<file path="src/pif_pkg.sv">
// Types and constants shared by the polyphase interpolator modules
package pif_pkg;

    localparam int DATA_W            = 16;
    localparam int IDX_W             = 8;
    localparam int PROD_W            = 2 * DATA_W;
    localparam int FRAC_W            = 15;
    localparam int INTERP_FACTOR_DEF = 4;
    localparam int SUB_TAPS_DEF      = 8;

    // Command codes carried by an input word
    localparam logic CMD_COEF   = 1'b0;
    localparam logic CMD_SAMPLE = 1'b1;

    // Saturation limits of a Q1.15 output
    localparam logic signed [DATA_W-1:0] SAT_MAX = 16'sh7FFF;
    localparam logic signed [DATA_W-1:0] SAT_MIN = -16'sh8000;

    typedef struct packed {
        logic                     command;
        logic signed [DATA_W-1:0] sample_in;
        logic        [IDX_W-1:0]  coef_index;
        logic signed [DATA_W-1:0] coef_value;
    } pif_in_word_t;

    typedef struct packed {
        logic signed [DATA_W-1:0] sample_out;
        logic                     clipped;
        logic                     last;
    } pif_out_word_t;

    // Commands from the controller to the datapath
    typedef struct packed {
        logic idle;       // input side open
        logic issue;      // start one multiply-accumulate term
        logic term_first; // term opens a new sum
        logic term_last;  // term closes the sum
        logic emit;       // load the output register from the sum
        logic emit_last;  // emitted word is the final phase
    } pif_cmd_t;

    // Status from the datapath to the controller
    typedef struct packed {
        logic sample_taken; // sample word accepted this cycle
        logic acc_done;     // sum complete and not yet emitted
        logic out_free;     // output register can take a word
    } pif_sts_t;

    typedef enum logic [2:0] {
        ST_IDLE = 3'b001,
        ST_RUN  = 3'b010,
        ST_WAIT = 3'b100
    } pif_state_t;

endpackage

</file>
<file path="src/pif_in_if.sv">
// Input channel: valid/ready handshake carrying one input word
interface pif_in_if import pif_pkg::*; ();
    logic         valid;
    logic         ready;
    pif_in_word_t data;

    modport source (output valid, output data, input ready);
    modport sink (input valid, input data, output ready);
endinterface

</file>
<file path="src/pif_out_if.sv">
// Output channel: valid/ready handshake carrying one result word
interface pif_out_if import pif_pkg::*; ();
    logic          valid;
    logic          ready;
    pif_out_word_t data;

    modport source (output valid, output data, input ready);
    modport sink (input valid, input data, output ready);
endinterface

</file>
<file path="src/pif_ram.sv">
// Generic single-write, single-read RAM with registered read data
module pif_ram #(
    parameter int WIDTH = 16,
    parameter int DEPTH = 32
) (
    input  logic                     clk,
    input  logic                     we,
    input  logic [$clog2(DEPTH)-1:0] waddr,
    input  logic [WIDTH-1:0]         wdata,
    input  logic [$clog2(DEPTH)-1:0] raddr,
    output logic [WIDTH-1:0]         rdata
);

    logic [WIDTH-1:0] mem [DEPTH];

    // Write port
    always_ff @(posedge clk)
    begin
        if (we)
        begin
            mem[waddr] <= wdata;
        end
    end

    // Registered read port
    always_ff @(posedge clk)
    begin
        rdata <= mem[raddr];
    end

endmodule

</file>
<file path="src/pif_datapath.sv">
// Datapath: delay line, coefficient store, multiply-accumulate and output register
module pif_datapath import pif_pkg::*; #(
    parameter int INTERP_FACTOR = INTERP_FACTOR_DEF,
    parameter int SUB_TAPS      = SUB_TAPS_DEF,
    localparam int COEF_DEPTH   = INTERP_FACTOR * SUB_TAPS,
    localparam int AW           = $clog2(COEF_DEPTH),
    localparam int JW           = (SUB_TAPS > 1) ? $clog2(SUB_TAPS) : 1
) (
    input  logic             clk,
    input  logic             rst_n,
    pif_in_if.sink           din,
    pif_out_if.source        dout,
    input  pif_cmd_t         cmd,
    input  logic [AW-1:0]    rd_addr,
    input  logic [JW-1:0]    tap_idx,
    output pif_sts_t         sts
);

    localparam int ACC_W = PROD_W + $clog2(SUB_TAPS) + 1;
    localparam int RND_W = ACC_W + 1;
    localparam int SHR_W = RND_W - FRAC_W;

    logic                     coef_wr;
    logic                     sample_wr;
    logic [COEF_DEPTH-1:0]    cvld_reg;
    logic [COEF_DEPTH-1:0]    cvld_next;
    logic [DATA_W-1:0]        ram_rdata;

    logic signed [DATA_W-1:0] taps_reg  [SUB_TAPS];
    logic signed [DATA_W-1:0] taps_next [SUB_TAPS];

    logic                     s1_vld_reg;
    logic                     s1_first_reg;
    logic                     s1_last_reg;
    logic                     s1_cvld_reg;
    logic signed [DATA_W-1:0] s1_tap_reg;
    logic signed [DATA_W-1:0] s1_coef;

    logic                     s2_vld_reg;
    logic                     s2_first_reg;
    logic                     s2_last_reg;
    logic signed [PROD_W-1:0] prod_reg;
    logic signed [PROD_W-1:0] prod_next;

    logic signed [ACC_W-1:0]  acc_reg;
    logic signed [ACC_W-1:0]  acc_next;
    logic                     done_reg;
    logic                     done_next;

    logic signed [RND_W-1:0]  rnd_sum;
    logic signed [SHR_W-1:0]  rnd_q;
    logic signed [DATA_W-1:0] sat_val;
    logic                     sat_clip;

    logic                     out_vld_reg;
    logic                     out_vld_next;
    pif_out_word_t            out_word_reg;
    pif_out_word_t            out_word_next;

    // Decode the accepted input word
    assign din.ready = cmd.idle;
    assign sample_wr = din.valid && cmd.idle && (din.data.command == CMD_SAMPLE);
    assign coef_wr   = din.valid && cmd.idle && (din.data.command == CMD_COEF) &&
                       ({1'b0, din.data.coef_index} < (IDX_W + 1)'(COEF_DEPTH));

    // Coefficient store
    pif_ram #(
        .WIDTH (DATA_W),
        .DEPTH (COEF_DEPTH)
    ) u_coef_ram (
        .clk   (clk),
        .we    (coef_wr),
        .waddr (din.data.coef_index[AW-1:0]),
        .wdata (din.data.coef_value),
        .raddr (rd_addr),
        .rdata (ram_rdata)
    );

    // Mark entries written since reset; unwritten entries read as zero
    always_comb
    begin
        cvld_next = cvld_reg;
        if (coef_wr)
        begin
            cvld_next[din.data.coef_index[AW-1:0]] = 1'b1;
        end
    end

    // Shift the new sample in at the top of the delay line
    always_comb
    begin
        taps_next = taps_reg;
        if (sample_wr)
        begin
            for (int i = 0; i < SUB_TAPS - 1; i++)
            begin
                taps_next[i] = taps_reg[i + 1];
            end
            taps_next[SUB_TAPS - 1] = din.data.sample_in;
        end
    end

    always_ff @(posedge clk or negedge rst_n)
    begin
        if (!rst_n)
        begin
            cvld_reg <= '0;
            for (int i = 0; i < SUB_TAPS; i++)
            begin
                taps_reg[i] <= '0;
            end
        end
        else
        begin
            cvld_reg <= cvld_next;
            taps_reg <= taps_next;
        end
    end

    // Stage 1: coefficient read and tap select
    always_ff @(posedge clk or negedge rst_n)
    begin
        if (!rst_n)
        begin
            s1_vld_reg <= 1'b0;
        end
        else
        begin
            s1_vld_reg <= cmd.issue;
        end
    end

    always_ff @(posedge clk)
    begin
        s1_first_reg <= cmd.term_first;
        s1_last_reg  <= cmd.term_last;
        s1_cvld_reg  <= cvld_reg[rd_addr];
        s1_tap_reg   <= taps_reg[tap_idx];
    end

    assign s1_coef = s1_cvld_reg ? $signed(ram_rdata) : '0;

    // Stage 2: product
    assign prod_next = s1_coef * s1_tap_reg;

    always_ff @(posedge clk or negedge rst_n)
    begin
        if (!rst_n)
        begin
            s2_vld_reg <= 1'b0;
        end
        else
        begin
            s2_vld_reg <= s1_vld_reg;
        end
    end

    always_ff @(posedge clk)
    begin
        s2_first_reg <= s1_first_reg;
        s2_last_reg  <= s1_last_reg;
        prod_reg     <= prod_next;
    end

    // Stage 3: accumulate, flag the sum once its last term is in
    always_comb
    begin
        acc_next  = acc_reg;
        done_next = done_reg;
        if (s2_vld_reg)
        begin
            acc_next = (s2_first_reg ? ACC_W'(0) : acc_reg) + ACC_W'(prod_reg);
        end
        if (cmd.emit)
        begin
            done_next = 1'b0;
        end
        else if (s2_vld_reg && s2_last_reg)
        begin
            done_next = 1'b1;
        end
    end

    always_ff @(posedge clk or negedge rst_n)
    begin
        if (!rst_n)
        begin
            done_reg <= 1'b0;
        end
        else
        begin
            done_reg <= done_next;
        end
    end

    always_ff @(posedge clk)
    begin
        acc_reg <= acc_next;
    end

    // Round half up to Q1.15 and saturate
    assign rnd_sum = RND_W'(acc_reg) + RND_W'(1 << (FRAC_W - 1));
    assign rnd_q   = SHR_W'(rnd_sum >>> FRAC_W);

    always_comb
    begin
        priority if (rnd_q > SHR_W'(SAT_MAX))
        begin
            sat_val  = SAT_MAX;
            sat_clip = 1'b1;
        end
        else if (rnd_q < SHR_W'(SAT_MIN))
        begin
            sat_val  = SAT_MIN;
            sat_clip = 1'b1;
        end
        else
        begin
            sat_val  = rnd_q[DATA_W-1:0];
            sat_clip = 1'b0;
        end
    end

    // Output register: load on emit, drop once taken
    always_comb
    begin
        out_vld_next  = out_vld_reg;
        out_word_next = out_word_reg;
        if (cmd.emit)
        begin
            out_vld_next             = 1'b1;
            out_word_next.sample_out = sat_val;
            out_word_next.clipped    = sat_clip;
            out_word_next.last       = cmd.emit_last;
        end
        else if (dout.ready)
        begin
            out_vld_next = 1'b0;
        end
    end

    always_ff @(posedge clk or negedge rst_n)
    begin
        if (!rst_n)
        begin
            out_vld_reg <= 1'b0;
        end
        else
        begin
            out_vld_reg <= out_vld_next;
        end
    end

    always_ff @(posedge clk)
    begin
        out_word_reg <= out_word_next;
    end

    assign dout.valid = out_vld_reg;
    assign dout.data  = out_word_reg;

    // Status back to the controller
    assign sts.sample_taken = sample_wr;
    assign sts.acc_done     = done_reg;
    assign sts.out_free     = !out_vld_reg || dout.ready;

endmodule

</file>
<file path="src/pif_ctrl.sv">
// Controller: sequences phases and sub-tap terms of one sample word
module pif_ctrl import pif_pkg::*; #(
    parameter int INTERP_FACTOR = INTERP_FACTOR_DEF,
    parameter int SUB_TAPS      = SUB_TAPS_DEF,
    localparam int COEF_DEPTH   = INTERP_FACTOR * SUB_TAPS,
    localparam int AW           = $clog2(COEF_DEPTH),
    localparam int JW           = (SUB_TAPS > 1) ? $clog2(SUB_TAPS) : 1,
    localparam int PW           = $clog2(INTERP_FACTOR)
) (
    input  logic          clk,
    input  logic          rst_n,
    input  pif_sts_t      sts,
    output pif_cmd_t      cmd,
    output logic [AW-1:0] rd_addr,
    output logic [JW-1:0] tap_idx
);

    pif_state_t    state_reg;
    pif_state_t    state_next;
    logic [PW-1:0] phase_reg;
    logic [PW-1:0] phase_next;
    logic [JW-1:0] tap_reg;
    logic [JW-1:0] tap_next;
    logic [AW-1:0] addr_reg;
    logic [AW-1:0] addr_next;
    logic          tap_end;

    assign tap_end = (tap_reg == JW'(SUB_TAPS - 1));

    // Next state and counters
    always_comb
    begin
        state_next = state_reg;
        phase_next = phase_reg;
        tap_next   = tap_reg;
        addr_next  = addr_reg;
        cmd        = '0;
        unique case (state_reg)
            ST_IDLE:
            begin
                cmd.idle = 1'b1;
                if (sts.sample_taken)
                begin
                    phase_next = PW'(INTERP_FACTOR - 1);
                    addr_next  = AW'(INTERP_FACTOR - 1);
                    tap_next   = '0;
                    state_next = ST_RUN;
                end
            end
            ST_RUN:
            begin
                cmd.issue      = 1'b1;
                cmd.term_first = (tap_reg == '0);
                cmd.term_last  = tap_end;
                if (tap_end)
                begin
                    state_next = ST_WAIT;
                end
                else
                begin
                    tap_next  = tap_reg + JW'(1);
                    addr_next = addr_reg + AW'(INTERP_FACTOR);
                end
            end
            ST_WAIT:
            begin
                cmd.emit_last = (phase_reg == '0);
                if (sts.acc_done && sts.out_free)
                begin
                    cmd.emit = 1'b1;
                    if (phase_reg == '0)
                    begin
                        state_next = ST_IDLE;
                    end
                    else
                    begin
                        phase_next = phase_reg - PW'(1);
                        addr_next  = AW'(phase_reg - PW'(1));
                        tap_next   = '0;
                        state_next = ST_RUN;
                    end
                end
            end
            default:
            begin
                state_next = ST_IDLE;
            end
        endcase
    end

    always_ff @(posedge clk or negedge rst_n)
    begin
        if (!rst_n)
        begin
            state_reg <= ST_IDLE;
            phase_reg <= '0;
            tap_reg   <= '0;
            addr_reg  <= '0;
        end
        else
        begin
            state_reg <= state_next;
            phase_reg <= phase_next;
            tap_reg   <= tap_next;
            addr_reg  <= addr_next;
        end
    end

    assign rd_addr = addr_reg;
    assign tap_idx = tap_reg;

endmodule

</file>
<file path="src/polyphase_interpolation_fir.sv">
// Polyphase FIR interpolator by INTERP_FACTOR with SUB_TAPS taps per phase, Q1.15 in and out.
// A coefficient word (command 0) writes one entry of the INTERP_FACTOR*SUB_TAPS table and gives
// no result; indexes beyond the table are ignored. A sample word (command 1) shifts into the
// delay line and gives INTERP_FACTOR results, highest phase first, the last one flagged. Each
// result is the exact sum of SUB_TAPS products, rounded half up to Q1.15 and saturated, with
// clipped set when saturation applied. All terms go through one shared multiply-accumulate
// unit fed by a coefficient RAM with registered read, one product a cycle while a phase is
// being summed; each phase passes through the read, multiply and accumulate stages. The next
// word is accepted once the final result has been loaded into the output register, even if
// it has not yet been taken. Reset clears the delay line and makes the whole table read as
// zero.
module polyphase_interpolation_fir import pif_pkg::*; #(
    parameter int INTERP_FACTOR = INTERP_FACTOR_DEF,
    parameter int SUB_TAPS      = SUB_TAPS_DEF
) (
    input  logic      clk,
    input  logic      rst_n,
    pif_in_if.sink    din,
    pif_out_if.source dout
);

    localparam int COEF_DEPTH = INTERP_FACTOR * SUB_TAPS;
    localparam int AW         = $clog2(COEF_DEPTH);
    localparam int JW         = (SUB_TAPS > 1) ? $clog2(SUB_TAPS) : 1;

    pif_cmd_t      cmd;
    pif_sts_t      sts;
    logic [AW-1:0] rd_addr;
    logic [JW-1:0] tap_idx;

    pif_ctrl #(
        .INTERP_FACTOR (INTERP_FACTOR),
        .SUB_TAPS      (SUB_TAPS)
    ) u_ctrl (
        .clk     (clk),
        .rst_n   (rst_n),
        .sts     (sts),
        .cmd     (cmd),
        .rd_addr (rd_addr),
        .tap_idx (tap_idx)
    );

    pif_datapath #(
        .INTERP_FACTOR (INTERP_FACTOR),
        .SUB_TAPS      (SUB_TAPS)
    ) u_datapath (
        .clk     (clk),
        .rst_n   (rst_n),
        .din     (din),
        .dout    (dout),
        .cmd     (cmd),
        .rd_addr (rd_addr),
        .tap_idx (tap_idx),
        .sts     (sts)
    );

endmodule

</file>
<file path="src/flat_wrapper.sv">
// flat-port wrapper written by rule: the top's interface ports become plain ports
module polyphase_interpolation_fir_flat import pif_pkg::*;
#(
    parameter int INTERP_FACTOR = INTERP_FACTOR_DEF,
    parameter int SUB_TAPS      = SUB_TAPS_DEF
)
  (clk, rst_n, din_valid, din_data, din_ready, dout_valid, dout_data, dout_ready);
  pif_in_if din_i ();
  pif_out_if dout_i ();
  input  logic clk;
  input  logic rst_n;
  input wire logic [$bits(din_i.valid)-1:0] din_valid;
  input wire logic [$bits(din_i.data)-1:0] din_data;
  output wire logic [$bits(din_i.ready)-1:0] din_ready;
  output wire logic [$bits(dout_i.valid)-1:0] dout_valid;
  output wire logic [$bits(dout_i.data)-1:0] dout_data;
  input wire logic [$bits(dout_i.ready)-1:0] dout_ready;
  assign din_i.valid = din_valid;
  assign din_i.data = din_data;
  assign din_ready = din_i.ready;
  assign dout_valid = dout_i.valid;
  assign dout_data = dout_i.data;
  assign dout_i.ready = dout_ready;
  polyphase_interpolation_fir #(.INTERP_FACTOR(INTERP_FACTOR), .SUB_TAPS(SUB_TAPS)) u_core (.clk(clk), .rst_n(rst_n), .din(din_i), .dout(dout_i));
endmodule
</file>
<file path="config.mk">
export PLATFORM = sky130hd
export DESIGN_NAME = polyphase_interpolation_fir_flat
export DESIGN_NICKNAME = d
export VERILOG_FILES = /design/src/pif_pkg.sv /design/src/pif_in_if.sv /design/src/pif_out_if.sv /design/src/pif_ram.sv /design/src/pif_datapath.sv /design/src/pif_ctrl.sv /design/src/polyphase_interpolation_fir.sv /design/src/flat_wrapper.sv
export SDC_FILE = /design/constraint.sdc
export NUM_CORES = 2
export LEC_CHECK = 0
export BUFFER_PORTS_ARGS = -buffer_cell sky130_fd_sc_hd__buf_2
export CAP_MARGIN = 10
export CELL_PAD_IN_SITES_DETAIL_PLACEMENT = 1
export CELL_PAD_IN_SITES_GLOBAL_PLACEMENT = 1
export CORE_MARGIN = 3
export CORE_UTILIZATION = 25
export CTS_BUF_LIST = sky130_fd_sc_hd__clkbuf_8
export CTS_CLUSTER_DIAMETER = 50
export CTS_CLUSTER_SIZE = 20
export DETAILED_ROUTE_END_ITERATION = 12
export HOLD_SLACK_MARGIN = 0.08
export PLACE_DENSITY = 0.55
export SYNTH_ARGS = -nofsm -noshare
export SYNTH_HDL_FRONTEND = slang
export SYNTH_HIERARCHICAL = 1
export SYNTH_SLANG_ARGS = --single-unit
</file>
<file path="constraint.sdc">
create_clock -name clk -period 7.8 [get_ports clk]
set_clock_uncertainty 0.05 [all_clocks]
set_input_delay 1.17 -clock clk [delete_from_list [all_inputs] [get_ports clk]]
set_output_delay 1.17 -clock clk [all_outputs]
set_load 0.05 [all_outputs]
</file>
==> flow_metrics.tcl <==
set metrics [dict create \
    peakVddDrop_mv 0.1574 \
    hp-start "u_core/u_datapath/s1_last_reg$_DFF_P_" \
    fmax_mhz 144.4 \
    vias 25340 \
    globalRouteTotalUtil_pct 12.35 \
    period_minus_slack_ns 6.927 \
    drtAntennaViolNets 0 \
    tightest_slew_ns 1.171 \
    tns_ns 0 \
    register_area_um2 22820 \
    synth_top_area_share_pct 38.83 \
    ios 65 \
    synthTopCellsByArea "edfxtp_1 39%, fa_1 12%, dfrtp_1 10%" \
    critPathLaunchType "flop" \
    ys.flop_type "edfxtp_1" \
    synth_area_per_cell_um2 13.39 \
    postCtsSetupBuffers 0 \
    critPathMaxFanout 43 \
    final-max-slew-violation-count 0 \
    timing.final.hold_violations 0 \
    start_util_pct 25.32 \
    grt_pass1_vias 27550 \
    hp-class "flop to flop" \
    yosys_warnings 6 \
    numPortBuffers 64 \
    die_h_um 424.4 \
    status "completed" \
    max_slew_margin_pct 21.79 \
    first_pass_iters 5 \
    p_leak_nw 21.13 \
    r2r_start "u_core/u_datapath/s1_cvld_reg$_DFF_P_" \
    die_w_um 424.4 \
    synth-seq-area-share_pct 52.11 \
    placed_cells 5547 \
    postCtsHoldBufs 0 \
    synth_seq_cells 812 \
    insertion_delay_ns 0.88 \
    grt-ovfl-total 0 \
    synth_area_um2 43770 \
    vias_per_cell 4.421 \
    clockRootBuffer "clkbuf_8" \
    clk_path_buf_depth 3 \
    htree_levels 3 \
    finalNonFillerCells 5731 \
    total_power_w 0.01181 \
    nFillCells 18760 \
    grt_max_degree 110 \
    worstSetupEndpointType "flop" \
    post-dp-hpwl_mm 74.15 \
    synth-async-reset-ratio_pct 21.80 \
    drtIter0Drc 1493 \
    synth.net_count 3700 \
    coreArea_um2 172900 \
    rsz0062_at_grt "false" \
    postCtsResizedCells 0 \
    antenna_found_initial 8 \
    cts_made_buffers 96 \
    finalCritPeriodShare_pct 88.81 \
    cts_tree "built" \
    finalNetCount 3767 \
    largest_reg_flops 512 \
    syn_inst 3268 \
    grt_pass1_wl_mm 171.7 \
    yosysTopAreaCell "edfxtp_1" \
    required_ns 8.42 \
    yosysUniqueCellTypes 90 \
    critPathLaunch "u_core/u_datapath/s1_cvld_reg$_DFF_P_" \
    drive_above_1_share_pct 15.22 \
    gp_congestion 0.7991 \
    dieArea_um2 180100 \
    synth_edf_count 566 \
    powerDensity_nw_per_um2 241.5 \
    setup_viol 0 \
    drt-total-wl_mm 110.8 \
    yosysMostFrequentCell "edfxtp_1" \
    syn_to_final_growth_pct 11.73 \
    wl_per_cell_um 19.33 \
    clkTransAtPathRegs_ns 0.09 \
    synth_commonest_cells "566 x edfxtp_1, 354 x inv_1, 263 x fa_1" \
    rows 152 \
    multiInputGateArea_um2 18760 \
    worstPathArrival_ns 7.55 \
    route.detailed.drc 0 \
    drv_cap 0 \
    criticalPathCategory "flop to flop" \
    clock_sinks 812 \
]
## routing by layer
metal,track usage (%),part of all wire [%]
met1,16.81,47
met2,20.24,47
met3,1.930,3.5
met4,3.667,2.4
met5,0,0.024
## cells in the final DEF, fill, tap and decap left out, types with 64 or more instances in the layout
cell type  instances
edfxtp_1         566
inv_1            362
fa_1             263
mux2i_1          257
nand2_1          187
dfrtp_1          173
mux2_2           148
and3_1           139
ha_1             124
clkbuf_8          98
nor2_1            94
a21oi_1           85
dfxtp_1           68
a22oi_1           64
## logic make-up after synthesis
kind of cell	after synthesis	synth area share, %
fa+ha+maj	387	15.57
xor+xnor	77	1.541
simple gates	643	7.538
compound gates	389	6.200
mux	450	11.95
flops	812	52.11
buf+inv	510	5.094
## path summary, 6_finish.rpt
check,end,slack [ns],depth (start not counted)
max in group asynchronous,u_core/u_datapath/taps_reg[16]$_DFFE_PN0P_,5.70,2
setup reg to reg,u_core/u_datapath/prod_reg[28]$_DFF_P_,0.87,21
hold reg to reg,u_core/u_datapath/s2_last_reg$_DFF_P_,0.28,0
setup / recovery,u_core/u_datapath/prod_reg[28]$_DFF_P_,0.87,21
hold / removal,u_core/u_datapath/s2_last_reg$_DFF_P_,0.28,0
min in group asynchronous,u_core/u_datapath/taps_reg[1]$_DFFE_PN0P_,0.41,1
## stage by stage
stage	utilization, %	area (µm²)	setup WS (ns)	hold WS [ns]
global route	28.28	48900	0.4104	0.2859
floorplan	-	43770	1.462	0.2596
detailed placement	26.96	46600	0.8823	0.2635
finish	28.29	48910	0.8731	0.2779
CTS	28.28	48890	0.8430	0.2786
global placement	26.96	46600	0.9591	0.2603
## worst max-delay path, stage by stage, from the launching register on
cell,delay (ns)
dfxtp_2,0.78
buf_4,0.33
and2_1,0.28
nand2_1,0.12
fa_1,0.57
inv_1,0.06
fa_1,0.46
fa_1,0.52
fa_1,0.52
fa_1,0.54
inv_1,0.05
fa_1,0.52
inv_1,0.05
ha_1,0.37
and4_1,0.26
and3_1,0.18
o21ai_1,0.15
nand2_1,0.14
a221o_1,0.33
o21ai_1,0.21
a21oi_1,0.13
xor2_1,0.16
## power breakdown
part | leakage [nW] | switching (W) | internal (W)
Sequential | 7.86 | 0.000529 | 0.00511
Clock | 1.17 | 0.00186 | 0.00163
Combinational | 12.1 | 0.00140 | 0.00128
Total | 21.1 | 0.00379 | 0.00802
## layout make-up
class	instances	area share (%)
inverters	354	2.717
well taps	2310	5.910
multi-input cells	1946	38.35
clock buffers	97	2.730
flip-flops and latches	812	46.65
repair buffers	125	1.660
clock inverters	82	1.952
diodes	5	0.02558
Note: power is estimated with default switching activity, not from simulation.
